$ cat src/design/deq_pkg.sv
// ----------------------------------------------------------------------------
// deq_pkg
// Shared types and codes for the double-ended queue: word formats, mode and
// status codes, and the command/status bundles between controller and datapath.
// ----------------------------------------------------------------------------
`default_nettype none

package deq_pkg;

    // fixed field widths of the input and result words
    localparam int MODE_W   = 3;
    localparam int VALUE_W  = 32;
    localparam int STATUS_W = 2;
    localparam int OCC_W    = 7;

    // operation codes
    localparam logic [MODE_W-1:0] MODE_PUSH_BACK  = 3'd0;
    localparam logic [MODE_W-1:0] MODE_POP_BACK   = 3'd1;
    localparam logic [MODE_W-1:0] MODE_PUSH_FRONT = 3'd2;
    localparam logic [MODE_W-1:0] MODE_POP_FRONT  = 3'd3;
    localparam logic [MODE_W-1:0] MODE_DELETE     = 3'd4;

    // result status codes
    localparam logic [STATUS_W-1:0] STAT_OK    = 2'd0;
    localparam logic [STATUS_W-1:0] STAT_EMPTY = 2'd1;
    localparam logic [STATUS_W-1:0] STAT_FULL  = 2'd2;

    // input word
    typedef struct packed {
        logic [MODE_W-1:0]         mode;
        logic signed [VALUE_W-1:0] value;
    } t_in_word;

    // result word
    typedef struct packed {
        logic signed [VALUE_W-1:0] popped;
        logic [STATUS_W-1:0]       status;
        logic [OCC_W-1:0]          occupancy;
    } t_out_word;

    // controller to datapath
    typedef struct packed {
        logic accept;      // latch the input word and issue the early read
        logic finish;      // execute push, pop or no-op and load the result
        logic del_start;   // clear the delete walk counters
        logic del_step;    // advance the delete walk by one entry
        logic del_finish;  // commit the compacted count and load the result
    } t_dp_cmd;

    // datapath to controller
    typedef struct packed {
        logic is_delete;   // latched word is a delete
        logic del_done;    // delete walk has drained
        logic out_free;    // result register can take a word this cycle
    } t_dp_stat;

endpackage

`default_nettype wire

$ cat src/design/deq_ram.sv
// ----------------------------------------------------------------------------
// deq_ram
// Generic single-clock RAM: one write port, one read port, registered read.
// ----------------------------------------------------------------------------
`default_nettype none

module deq_ram #(
    parameter int WIDTH = 32,
    parameter int DEPTH = 64
) (
    input  logic                     i_clk,
    input  logic                     i_we,
    input  logic [$clog2(DEPTH)-1:0] i_waddr,
    input  logic [WIDTH-1:0]         i_wdata,
    input  logic                     i_re,
    input  logic [$clog2(DEPTH)-1:0] i_raddr,
    output logic [WIDTH-1:0]         o_rdata
);

    logic [WIDTH-1:0] r_mem [DEPTH];
    logic [WIDTH-1:0] r_rdata;

    // write port
    always_ff @(posedge i_clk) begin
        if (i_we) begin
            r_mem[i_waddr] <= i_wdata;
        end
    end

    // registered read, held when not enabled
    always_ff @(posedge i_clk) begin
        if (i_re) begin
            r_rdata <= r_mem[i_raddr];
        end
    end

    assign o_rdata = r_rdata;

endmodule

`default_nettype wire

$ cat src/design/deq_ctrl.sv
// ----------------------------------------------------------------------------
// deq_ctrl
// Sequencer for the queue: accepts one word, executes it, and steps the
// delete walk until the datapath reports it drained.
// ----------------------------------------------------------------------------
`default_nettype none

module deq_ctrl (
    input  logic              i_clk,
    input  logic              i_rst_n,
    input  logic              i_in_valid,
    output logic              o_in_ready,
    input  deq_pkg::t_dp_stat i_stat,
    output deq_pkg::t_dp_cmd  o_cmd
);

    import deq_pkg::*;

    typedef enum logic [2:0] {
        S_IDLE = 3'b001,
        S_EXEC = 3'b010,
        S_DEL  = 3'b100
    } t_state;

    t_state r_state;
    t_state n_state;

    // next state and commands
    always_comb begin
        n_state    = r_state;
        o_cmd      = '0;
        o_in_ready = 1'b0;
        unique case (r_state)
            S_IDLE: begin
                o_in_ready   = 1'b1;
                o_cmd.accept = i_in_valid;
                if (i_in_valid) begin
                    n_state = S_EXEC;
                end
            end
            S_EXEC: begin
                if (i_stat.is_delete) begin
                    o_cmd.del_start = 1'b1;
                    n_state         = S_DEL;
                end else if (i_stat.out_free) begin
                    o_cmd.finish = 1'b1;
                    n_state      = S_IDLE;
                end
            end
            S_DEL: begin
                o_cmd.del_step = 1'b1;
                if (i_stat.del_done && i_stat.out_free) begin
                    o_cmd.del_finish = 1'b1;
                    n_state          = S_IDLE;
                end
            end
            default: begin
                n_state = S_IDLE;
            end
        endcase
    end

    // state register
    always_ff @(posedge i_clk) begin
        if (!i_rst_n) begin
            r_state <= S_IDLE;
        end else begin
            r_state <= n_state;
        end
    end

endmodule

`default_nettype wire

$ cat src/design/deq_dp.sv
// ----------------------------------------------------------------------------
// deq_dp
// Queue datapath: circular entry store, head and count registers, the
// delete compaction walk and the result register.
// ----------------------------------------------------------------------------
`default_nettype none

module deq_dp #(
    parameter int DEPTH      = 64,
    parameter int DATA_WIDTH = 32
) (
    input  logic               i_clk,
    input  logic               i_rst_n,
    input  deq_pkg::t_dp_cmd   i_cmd,
    output deq_pkg::t_dp_stat  o_stat,
    input  deq_pkg::t_in_word  i_in_word,
    output deq_pkg::t_out_word o_out_word,
    output logic               o_out_valid,
    input  logic               i_out_ready
);

    import deq_pkg::*;

    localparam int AW = $clog2(DEPTH);
    localparam int CW = $clog2(DEPTH + 1);
    localparam int SW = CW + 1;

    // position of an entry counted from the head, wrapped into the store
    function automatic logic [AW-1:0] f_slot(input logic [AW-1:0] head,
                                             input logic [CW-1:0] off);
        logic [SW-1:0] sum;
        sum = SW'(head) + SW'(off);
        if (sum >= SW'(DEPTH)) begin
            sum = sum - SW'(DEPTH);
        end
        return sum[AW-1:0];
    endfunction

    logic [AW-1:0]         r_head,  n_head;
    logic [CW-1:0]         r_count, n_count;
    logic [MODE_W-1:0]     r_mode,  n_mode;
    logic [DATA_WIDTH-1:0] r_word,  n_word;
    logic [CW-1:0]         r_rd,    n_rd;
    logic [CW-1:0]         r_wr,    n_wr;
    logic                  r_pend,  n_pend;
    t_out_word             r_out,   n_out;
    logic                  r_out_valid, n_out_valid;

    logic                  ram_we;
    logic [AW-1:0]         ram_waddr;
    logic [DATA_WIDTH-1:0] ram_wdata;
    logic                  ram_re;
    logic [AW-1:0]         ram_raddr;
    logic [DATA_WIDTH-1:0] ram_rdata;

    logic                  is_full;
    logic                  is_empty;
    logic [CW-1:0]         last_off;
    logic [AW-1:0]         head_m1;
    logic                  issue;
    logic                  keep;

    assign is_full  = (r_count == CW'(DEPTH));
    assign is_empty = (r_count == '0);
    assign last_off = is_empty ? '0 : r_count - 1'b1;
    assign head_m1  = (r_head == '0) ? AW'(DEPTH - 1) : r_head - 1'b1;
    assign issue    = (r_rd < r_count);
    assign keep     = r_pend && (ram_rdata != r_word);

    // next-state logic for all operations
    always_comb begin
        n_head      = r_head;
        n_count     = r_count;
        n_mode      = r_mode;
        n_word      = r_word;
        n_rd        = r_rd;
        n_wr        = r_wr;
        n_pend      = r_pend;
        n_out       = r_out;
        n_out_valid = r_out_valid && !i_out_ready;
        ram_we      = 1'b0;
        ram_waddr   = f_slot(r_head, r_count);
        ram_wdata   = r_word;
        ram_re      = 1'b0;
        ram_raddr   = f_slot(r_head, '0);

        // latch the word and read the entry a pop would take
        if (i_cmd.accept) begin
            n_mode = i_in_word.mode;
            n_word = DATA_WIDTH'($unsigned(i_in_word.value));
            ram_re = 1'b1;
            if (i_in_word.mode == MODE_POP_BACK) begin
                ram_raddr = f_slot(r_head, last_off);
            end
        end

        // push, pop or ignored mode
        if (i_cmd.finish) begin
            n_out_valid  = 1'b1;
            n_out.popped = '1;
            n_out.status = STAT_OK;
            case (r_mode) inside
                MODE_PUSH_BACK, MODE_PUSH_FRONT: begin
                    if (is_full) begin
                        n_out.status = STAT_FULL;
                    end else begin
                        ram_we  = 1'b1;
                        n_count = r_count + 1'b1;
                        if (r_mode == MODE_PUSH_FRONT) begin
                            ram_waddr = head_m1;
                            n_head    = head_m1;
                        end
                    end
                end
                MODE_POP_BACK, MODE_POP_FRONT: begin
                    if (is_empty) begin
                        n_out.status = STAT_EMPTY;
                    end else begin
                        n_out.popped = VALUE_W'($signed(ram_rdata));
                        n_count      = r_count - 1'b1;
                        if (r_mode == MODE_POP_FRONT) begin
                            n_head = f_slot(r_head, CW'(1));
                        end
                    end
                end
                default: begin
                end
            endcase
            n_out.occupancy = OCC_W'(n_count);
        end

        // delete walk setup
        if (i_cmd.del_start) begin
            n_rd   = '0;
            n_wr   = '0;
            n_pend = 1'b0;
        end

        // delete walk: read ahead one entry, write back the kept ones
        if (i_cmd.del_step) begin
            n_pend = issue;
            if (issue) begin
                ram_re    = 1'b1;
                ram_raddr = f_slot(r_head, r_rd);
                n_rd      = r_rd + 1'b1;
            end
            if (keep) begin
                ram_we    = 1'b1;
                ram_waddr = f_slot(r_head, r_wr);
                ram_wdata = ram_rdata;
                n_wr      = r_wr + 1'b1;
            end
        end

        // delete result
        if (i_cmd.del_finish) begin
            n_count         = r_wr;
            n_out_valid     = 1'b1;
            n_out.popped    = '1;
            n_out.status    = STAT_OK;
            n_out.occupancy = OCC_W'(r_wr);
        end
    end

    // control registers
    always_ff @(posedge i_clk) begin
        if (!i_rst_n) begin
            r_head      <= '0;
            r_count     <= '0;
            r_pend      <= 1'b0;
            r_out_valid <= 1'b0;
        end else begin
            r_head      <= n_head;
            r_count     <= n_count;
            r_pend      <= n_pend;
            r_out_valid <= n_out_valid;
        end
    end

    // payload registers
    always_ff @(posedge i_clk) begin
        r_mode <= n_mode;
        r_word <= n_word;
        r_rd   <= n_rd;
        r_wr   <= n_wr;
        r_out  <= n_out;
    end

    // entry store
    deq_ram #(
        .WIDTH (DATA_WIDTH),
        .DEPTH (DEPTH)
    ) u_ram (
        .i_clk   (i_clk),
        .i_we    (ram_we),
        .i_waddr (ram_waddr),
        .i_wdata (ram_wdata),
        .i_re    (ram_re),
        .i_raddr (ram_raddr),
        .o_rdata (ram_rdata)
    );

    // status to the controller
    assign o_stat.is_delete = (r_mode == MODE_DELETE);
    assign o_stat.del_done  = (r_rd == r_count) && !r_pend;
    assign o_stat.out_free  = !r_out_valid || i_out_ready;

    assign o_out_word  = r_out;
    assign o_out_valid = r_out_valid;

endmodule

`default_nettype wire

$ cat src/design/deque_with_value_delete.sv
// ----------------------------------------------------------------------------
// deque_with_value_delete: bounded double-ended queue with delete-by-value
// Push, pop and unused modes pass from accept through the execute state to the result register.
// Delete walks the held entries, one entry per cycle through the RAM port.
// One word in flight; synchronous reset empties the queue, store contents undefined.
// ----------------------------------------------------------------------------
`default_nettype none

module deque_with_value_delete #(
    parameter int DEPTH      = 64,
    parameter int DATA_WIDTH = 32
) (
    input  logic               i_clk,
    input  logic               i_rst_n,
    input  logic               i_in_valid,
    output logic               o_in_ready,
    input  deq_pkg::t_in_word  i_in_word,
    output logic               o_out_valid,
    input  logic               i_out_ready,
    output deq_pkg::t_out_word o_out_word
);

    import deq_pkg::*;

    t_dp_cmd  cmd;
    t_dp_stat stat;

    // sequencer
    deq_ctrl u_ctrl (
        .i_clk      (i_clk),
        .i_rst_n    (i_rst_n),
        .i_in_valid (i_in_valid),
        .o_in_ready (o_in_ready),
        .i_stat     (stat),
        .o_cmd      (cmd)
    );

    // store, pointers and result register
    deq_dp #(
        .DEPTH      (DEPTH),
        .DATA_WIDTH (DATA_WIDTH)
    ) u_dp (
        .i_clk       (i_clk),
        .i_rst_n     (i_rst_n),
        .i_cmd       (cmd),
        .o_stat      (stat),
        .i_in_word   (i_in_word),
        .o_out_word  (o_out_word),
        .o_out_valid (o_out_valid),
        .i_out_ready (i_out_ready)
    );

`ifndef ASSERT_OFF
    // one word at a time: no accept right after an accept
    a_one_in_flight: assert property (@(posedge i_clk) disable iff (!i_rst_n)
        (i_in_valid && o_in_ready) |=> !o_in_ready)
        else $error("accepted a word while another was in flight");

    // a refused push or pop returns -1
    a_fail_popped: assert property (@(posedge i_clk) disable iff (!i_rst_n)
        (o_out_valid && o_out_word.status != STAT_OK) |-> (o_out_word.popped == '1))
        else $error("failed operation returned a value");

    // an empty pop reports an empty queue
    a_empty_occ: assert property (@(posedge i_clk) disable iff (!i_rst_n)
        (o_out_valid && o_out_word.status == STAT_EMPTY) |->
        (o_out_word.occupancy == '0))
        else $error("empty status with entries held");

    // a dropped push reports a full queue
    a_full_occ: assert property (@(posedge i_clk) disable iff (!i_rst_n)
        (o_out_valid && o_out_word.status == STAT_FULL) |->
        (o_out_word.occupancy == OCC_W'(DEPTH)))
        else $error("full status without a full queue");
`endif

endmodule

`default_nettype wire

$ cat config.mk
export PLATFORM = sky130hd
export DESIGN_NAME = deque_with_value_delete
export DESIGN_NICKNAME = d
export VERILOG_FILES = /design/src/design/deq_pkg.sv /design/src/design/deq_ram.sv /design/src/design/deq_ctrl.sv /design/src/design/deq_dp.sv /design/src/design/deque_with_value_delete.sv
export SDC_FILE = /design/constraint.sdc
export NUM_CORES = 2
export LEC_CHECK = 0
export BUFFER_PORTS_ARGS = -buffer_cell sky130_fd_sc_hd__buf_2
export CAP_MARGIN = 10
export CORE_UTILIZATION = 50
export CTS_BUF_LIST = sky130_fd_sc_hd__clkbuf_4
export DETAILED_ROUTE_END_ITERATION = 7
export GPL_ROUTABILITY_DRIVEN = 0
export PLACE_DENSITY = 0.67
export SLEW_MARGIN = 5
export SYNTH_ARGS = -nofsm -noshare
export SYNTH_HDL_FRONTEND = slang
export SYNTH_HIERARCHICAL = 1
export SYNTH_SLANG_ARGS = --single-unit
$ cat constraint.sdc
create_clock -name i_clk -period 16.9 [get_ports i_clk]
set_input_delay 3.38 -clock i_clk [delete_from_list [all_inputs] [get_ports i_clk]]
set_output_delay 3.38 -clock i_clk [all_outputs]
set_load 0.01 [all_outputs]
==> run_summary.xml <==
<?xml version="1.0" encoding="UTF-8"?>
<metrics>
  <group name="final_layout">
    <metric name="nets" unit="">4613</metric>
    <metric name="fin_util" unit="%">56.7</metric>
    <metric name="final_cell_area" unit="um2">96000</metric>
    <metric name="layout_stage_area_growth_over_the_synthesis_result" unit="%">12.6</metric>
    <metric name="layout-drive-gt1-share" unit="%">35.7</metric>
  </group>
  <group name="routing">
    <metric name="drt_pre_antenna_iters" unit="">7</metric>
    <metric name="vias" unit="">44600</metric>
    <metric name="drt-initial-drc-count" unit="">6005</metric>
    <metric name="drc" unit="">0</metric>
    <metric name="drt-vias-per-instance" unit="">6.26</metric>
    <metric name="wl_per_cell" unit="um">32.0</metric>
    <metric name="final_antenna_net_count" unit="">0</metric>
    <metric name="totalWireLength" unit="mm">228</metric>
  </group>
  <group name="clocking">
    <metric name="clk_pin_slew" unit="ps">60</metric>
    <metric name="hold_fix_buffers_at_cts" unit="">0</metric>
    <metric name="cts-buffers-inserted" unit="">566</metric>
    <metric name="worstSkewPairLatency" unit="ps">1370</metric>
    <metric name="cts_max_level" unit="">6</metric>
    <metric name="clockRootBuffer" unit="">sky130_fd_sc_hd__clkbuf_4</metric>
    <metric name="number_of_cells_upsized_or_downsized_after_cts" unit="">0</metric>
    <metric name="max-clock-path-buffers" unit="">4</metric>
    <metric name="tritoncts" unit="">built</metric>
    <metric name="cts_setup_buffers" unit="">0</metric>
    <metric name="cts.sink_count" unit="">2188</metric>
  </group>
  <group name="place">
    <metric name="dp.final_hpwl" unit="mm">123</metric>
    <metric name="detailedPlace.worstSlack" unit="ps">6990</metric>
    <metric name="detailed_place.area" unit="um2">89100</metric>
    <metric name="io_buffers" unit="">81</metric>
  </group>
  <group name="sta">
    <metric name="slew-limit-headroom" unit="%">18.8</metric>
    <metric name="final_critical_path_setup_slack" unit="ps">8300</metric>
    <metric name="tns" unit="ps">0</metric>
    <metric name="fin_crit" unit="ps">8600</metric>
    <metric name="finalCritPeriodShare" unit="%">50.9</metric>
    <metric name="hold_viol" unit="">0</metric>
    <metric name="maxSlewViolCount" unit="">0</metric>
    <metric name="timing.fmax" unit="GHz">0.116</metric>
    <metric name="timing.final.setup_violations" unit="">0</metric>
    <metric name="finClkSkew" unit="ps">119</metric>
    <metric name="timing.hold.ws" unit="ps">462</metric>
    <metric name="grt_setup_unrepaired" unit="">false</metric>
    <metric name="max_slew.worst_pin.slew" unit="ps">1180</metric>
  </group>
  <group name="critical_path">
    <metric name="crit_path_start" unit="">i_in_valid</metric>
    <metric name="critical_path.most_common_cell" unit="">sky130_fd_sc_hd__buf_4</metric>
    <metric name="timing.critical_path.required" unit="ps">17960</metric>
    <metric name="timing.critical_path.to" unit="">u_dp/u_ram/o_rdata[3]$_DFFE_PP_</metric>
    <metric name="timing.critical_path.depth" unit="">14</metric>
    <metric name="crit_path_max_incr_delay" unit="ps">930</metric>
    <metric name="end_of_the_worst_register_to_register_path" unit="">u_dp/u_ram/o_rdata[3]$_DFFE_PP_</metric>
    <metric name="launch_point_of_the_worst_reg_to_reg_path" unit="">u_dp/r_count[1]$_SDFFE_PN0P_</metric>
    <metric name="crit_slowest_cell" unit="">sky130_fd_sc_hd__o22ai_1</metric>
    <metric name="crit_path_end_kind" unit="">flop</metric>
    <metric name="path_class" unit="">in -&gt; reg</metric>
    <metric name="worst_r2r_path_depth" unit="">19</metric>
    <metric name="crit_family" unit="">buffers and inverters</metric>
    <metric name="worst_ep_arrival" unit="ps">9660</metric>
    <metric name="start_kind" unit="">primary input</metric>
    <metric name="list_of_cells_traversed_by_the_critical_path" unit="">buf_2 &gt; nand2_1 &gt; nor3_2 &gt; buf_4 &gt; nor4bb_2 &gt; o21ai_0 &gt; mux2i_4 &gt; buf_12 &gt; buf_4 &gt; buf_4 &gt; mux4_2 &gt; mux4_2 &gt; o22ai_1 &gt; nor2_1</metric>
    <metric name="r2r_slack" unit="ps">9510</metric>
    <metric name="critical_path_buf_inv_count" unit="">5</metric>
    <metric name="critical_path_peak_fanout" unit="">71</metric>
  </group>
  <group name="grt">
    <metric name="grt_pass1_vias" unit="">45100</metric>
    <metric name="grt.total_usage" unit="%">26.5</metric>
    <metric name="grt_start_max_net_pins" unit="">109</metric>
    <metric name="antenna_violations_before_repair" unit="">15</metric>
    <metric name="grt_remaining_overflow" unit="">0</metric>
    <metric name="wire_length_of_the_first_global_routing_pass" unit="mm">321</metric>
  </group>
  <group name="synth">
    <metric name="synthTopCellsByCount" unit="">2122 x sky130_fd_sc_hd__edfxtp_1, 544 x sky130_fd_sc_hd__mux4_2, 166 x sky130_fd_sc_hd__nor2_1</metric>
    <metric name="post_synth_main_area_contributors" unit="">sky130_fd_sc_hd__edfxtp_1 75%, sky130_fd_sc_hd__mux4_2 14%, sky130_fd_sc_hd__dfxtp_1 1.5%</metric>
    <metric name="synth_cell_type_count" unit="">75</metric>
    <metric name="synth_top_cell_by_area" unit="">sky130_fd_sc_hd__edfxtp_1</metric>
    <metric name="sequential_fraction_of_the_synthesis_area" unit="%">76.3</metric>
    <metric name="postSynthNetCount" unit="">4040</metric>
    <metric name="synth_enable_flop_cells" unit="">2122</metric>
    <metric name="yosys.cell_count.top_type" unit="">sky130_fd_sc_hd__edfxtp_1</metric>
    <metric name="synth_flop_cell" unit="">sky130_fd_sc_hd__edfxtp_1</metric>
    <metric name="postSynthCellCount" unit="">3962</metric>
    <metric name="syn-cell-area" unit="um2">85300</metric>
    <metric name="synth-warning-count" unit="">6</metric>
    <metric name="seq_cells_post_synth" unit="">2188</metric>
    <metric name="postSynthAreaPerCell" unit="um2">21.5</metric>
    <metric name="synth_async_sr_flop_share" unit="%">0</metric>
    <metric name="synth_top_cell_area_share" unit="%">74.7</metric>
  </group>
  <group name="floorplanning">
    <metric name="row_count" unit="">151</metric>
    <metric name="chipHeight" unit="um">415</metric>
    <metric name="design.core.area" unit="um2">169000</metric>
    <metric name="io_pins" unit="">82</metric>
    <metric name="die_width" unit="um">415</metric>
    <metric name="start_util" unit="%">50.4</metric>
    <metric name="total_die_area" unit="um2">172000</metric>
  </group>
  <group name="status">
    <metric name="result_of_the_run" unit="">finished, final reports clean</metric>
  </group>
  <group name="hold_path">
    <metric name="hold_path_class" unit="">reg -&gt; reg</metric>
    <metric name="hold_path_startpoint" unit="">u_dp/o_out_word[8]$_SDFFE_PP0P_</metric>
  </group>
  <group name="pwr">
    <metric name="pwr_cell_area" unit="nW/um2">111</metric>
    <metric name="cellLeakagePower" unit="nW">29.9</metric>
    <metric name="vdd_drop_max" unit="mV">0.0814</metric>
  </group>
  <group name="flow_run">
    <metric name="maximum_capacitance_violations" unit="">0</metric>
  </group>
</metrics>
state kept, by name, indices dropped and copies added, names as in the netlist:
name,flops
u_dp/o_out_valid,1
u_dp/r_pend,1
u_dp/r_rd,7
u_dp/r_count,7
u_dp/u_ram/o_rdata,32
u_dp/r_wr,7
u_dp/r_word,32
u_dp/r_mode,3
u_dp/u_ram/r_mem,2048
u_ctrl/r_state,3
u_dp/r_head,6
u_dp/o_out_word,41
cell families after synthesis:
kind of cell,share of synthesized area [%]
mux,16.2
fa+ha+maj,0.607
flops,76.3
simple gates,2.13
compound gates,2.88
buf+inv,1.34
xor+xnor,0.606
worst register-to-register path, cell delays in order, from the launching register on:
cell and delay (ps):
sky130_fd_sc_hd__dfxtp_1 430, sky130_fd_sc_hd__inv_1 240, sky130_fd_sc_hd__ha_1 290, sky130_fd_sc_hd__nor3b_2 320
sky130_fd_sc_hd__and3_1 390, sky130_fd_sc_hd__inv_2 100, sky130_fd_sc_hd__ha_1 240, sky130_fd_sc_hd__ha_1 240
sky130_fd_sc_hd__inv_1 80, sky130_fd_sc_hd__fa_1 420, sky130_fd_sc_hd__nand2_1 70, sky130_fd_sc_hd__o21ai_0 140
sky130_fd_sc_hd__mux2i_4 240, sky130_fd_sc_hd__buf_12 460, sky130_fd_sc_hd__buf_4 770, sky130_fd_sc_hd__buf_4 680
sky130_fd_sc_hd__mux4_2 490, sky130_fd_sc_hd__mux4_2 490, sky130_fd_sc_hd__o22ai_1 930, sky130_fd_sc_hd__nor2_1 130
stage by stage:
stage	power [W]	instances
5_1_grt	0.0110	7129
3_5_place_dp	0.00640	6183
2_1_floorplan	0.00626	3962
6_report	0.0106	7130
3_3_place_gp	0.00639	6183
4_1_cts	0.0107	7119
where the power goes:
group	switching, W	internal, W
sequential	0.0000243	0.00598
combinational	0.000203	0.0000795
clock	0.00205	0.00231
layout by cell type (no fill, tap or decap), types with 13 or more instances in the layout:
master                     instances
sky130_fd_sc_hd__a21o_1           13
sky130_fd_sc_hd__a21oi_1          94
sky130_fd_sc_hd__a22oi_1          13
sky130_fd_sc_hd__and3_1           15
sky130_fd_sc_hd__buf_2            81
sky130_fd_sc_hd__buf_4           128
sky130_fd_sc_hd__clkbuf_4        818
sky130_fd_sc_hd__clkinv_1         84
sky130_fd_sc_hd__dfxtp_1          66
sky130_fd_sc_hd__edfxtp_1       2122
sky130_fd_sc_hd__ha_1             35
sky130_fd_sc_hd__inv_1            22
sky130_fd_sc_hd__inv_2            22
sky130_fd_sc_hd__mux2_2           35
sky130_fd_sc_hd__mux2i_1         106
sky130_fd_sc_hd__mux4_2          544
sky130_fd_sc_hd__nand2_1          60
sky130_fd_sc_hd__nand3_1          18
sky130_fd_sc_hd__nand4_1          14
sky130_fd_sc_hd__nor2_1          103
sky130_fd_sc_hd__nor2_4           63
sky130_fd_sc_hd__nor2b_1          25
sky130_fd_sc_hd__nor3_1           14
sky130_fd_sc_hd__o21ai_1          14
sky130_fd_sc_hd__o221ai_1         28
sky130_fd_sc_hd__o22a_1           32
sky130_fd_sc_hd__o22ai_1          88
sky130_fd_sc_hd__xnor2_1          52
routing by layer:
| metal | up-vias | part of all wire, % | track usage [%] |
|---|---|---|---|
| met1 | 23400 | 38 | 35.4 |
| met3 | 450 | 9.6 | 5.71 |
| met4 | 4 | 3.6 | 10.7 |
| met2 | 2589 | 49 | 42.7 |
| li1 | 18200 | - | - |
| met5 | - | 0.011 | 0 |
worst min path at each step:
stage                                       end  slack [ps]  cells past startpoint
2_1_floorplan          u_dp/r_pend$_SDFFE_PN0P_         480                      2
3_3_place_gp    u_dp/o_out_word[7]$_SDFFE_PP0P_         460                      2
3_5_place_dp    u_dp/o_out_word[8]$_SDFFE_PP0P_         460                      2
4_1_cts         u_dp/o_out_word[8]$_SDFFE_PP0P_         460                      2
5_1_grt        u_dp/o_out_word[26]$_SDFFE_PP1P_         490                      1
6_report        u_dp/o_out_word[8]$_SDFFE_PP0P_         460                      2
final cells by class:
class	instances	area, um2
Clock inverter	118	646
Inverter	28	105
Sequential cell	2188	65000
Tap cell	2218	2780
Multi-Input combinational cell	1531	19700
Timing Repair Buffer	220	1590
Antenna cell	9	22.5
Fill cell	12600	73300
Clock buffer	818	6140
(Power assumes the default switching activity.)
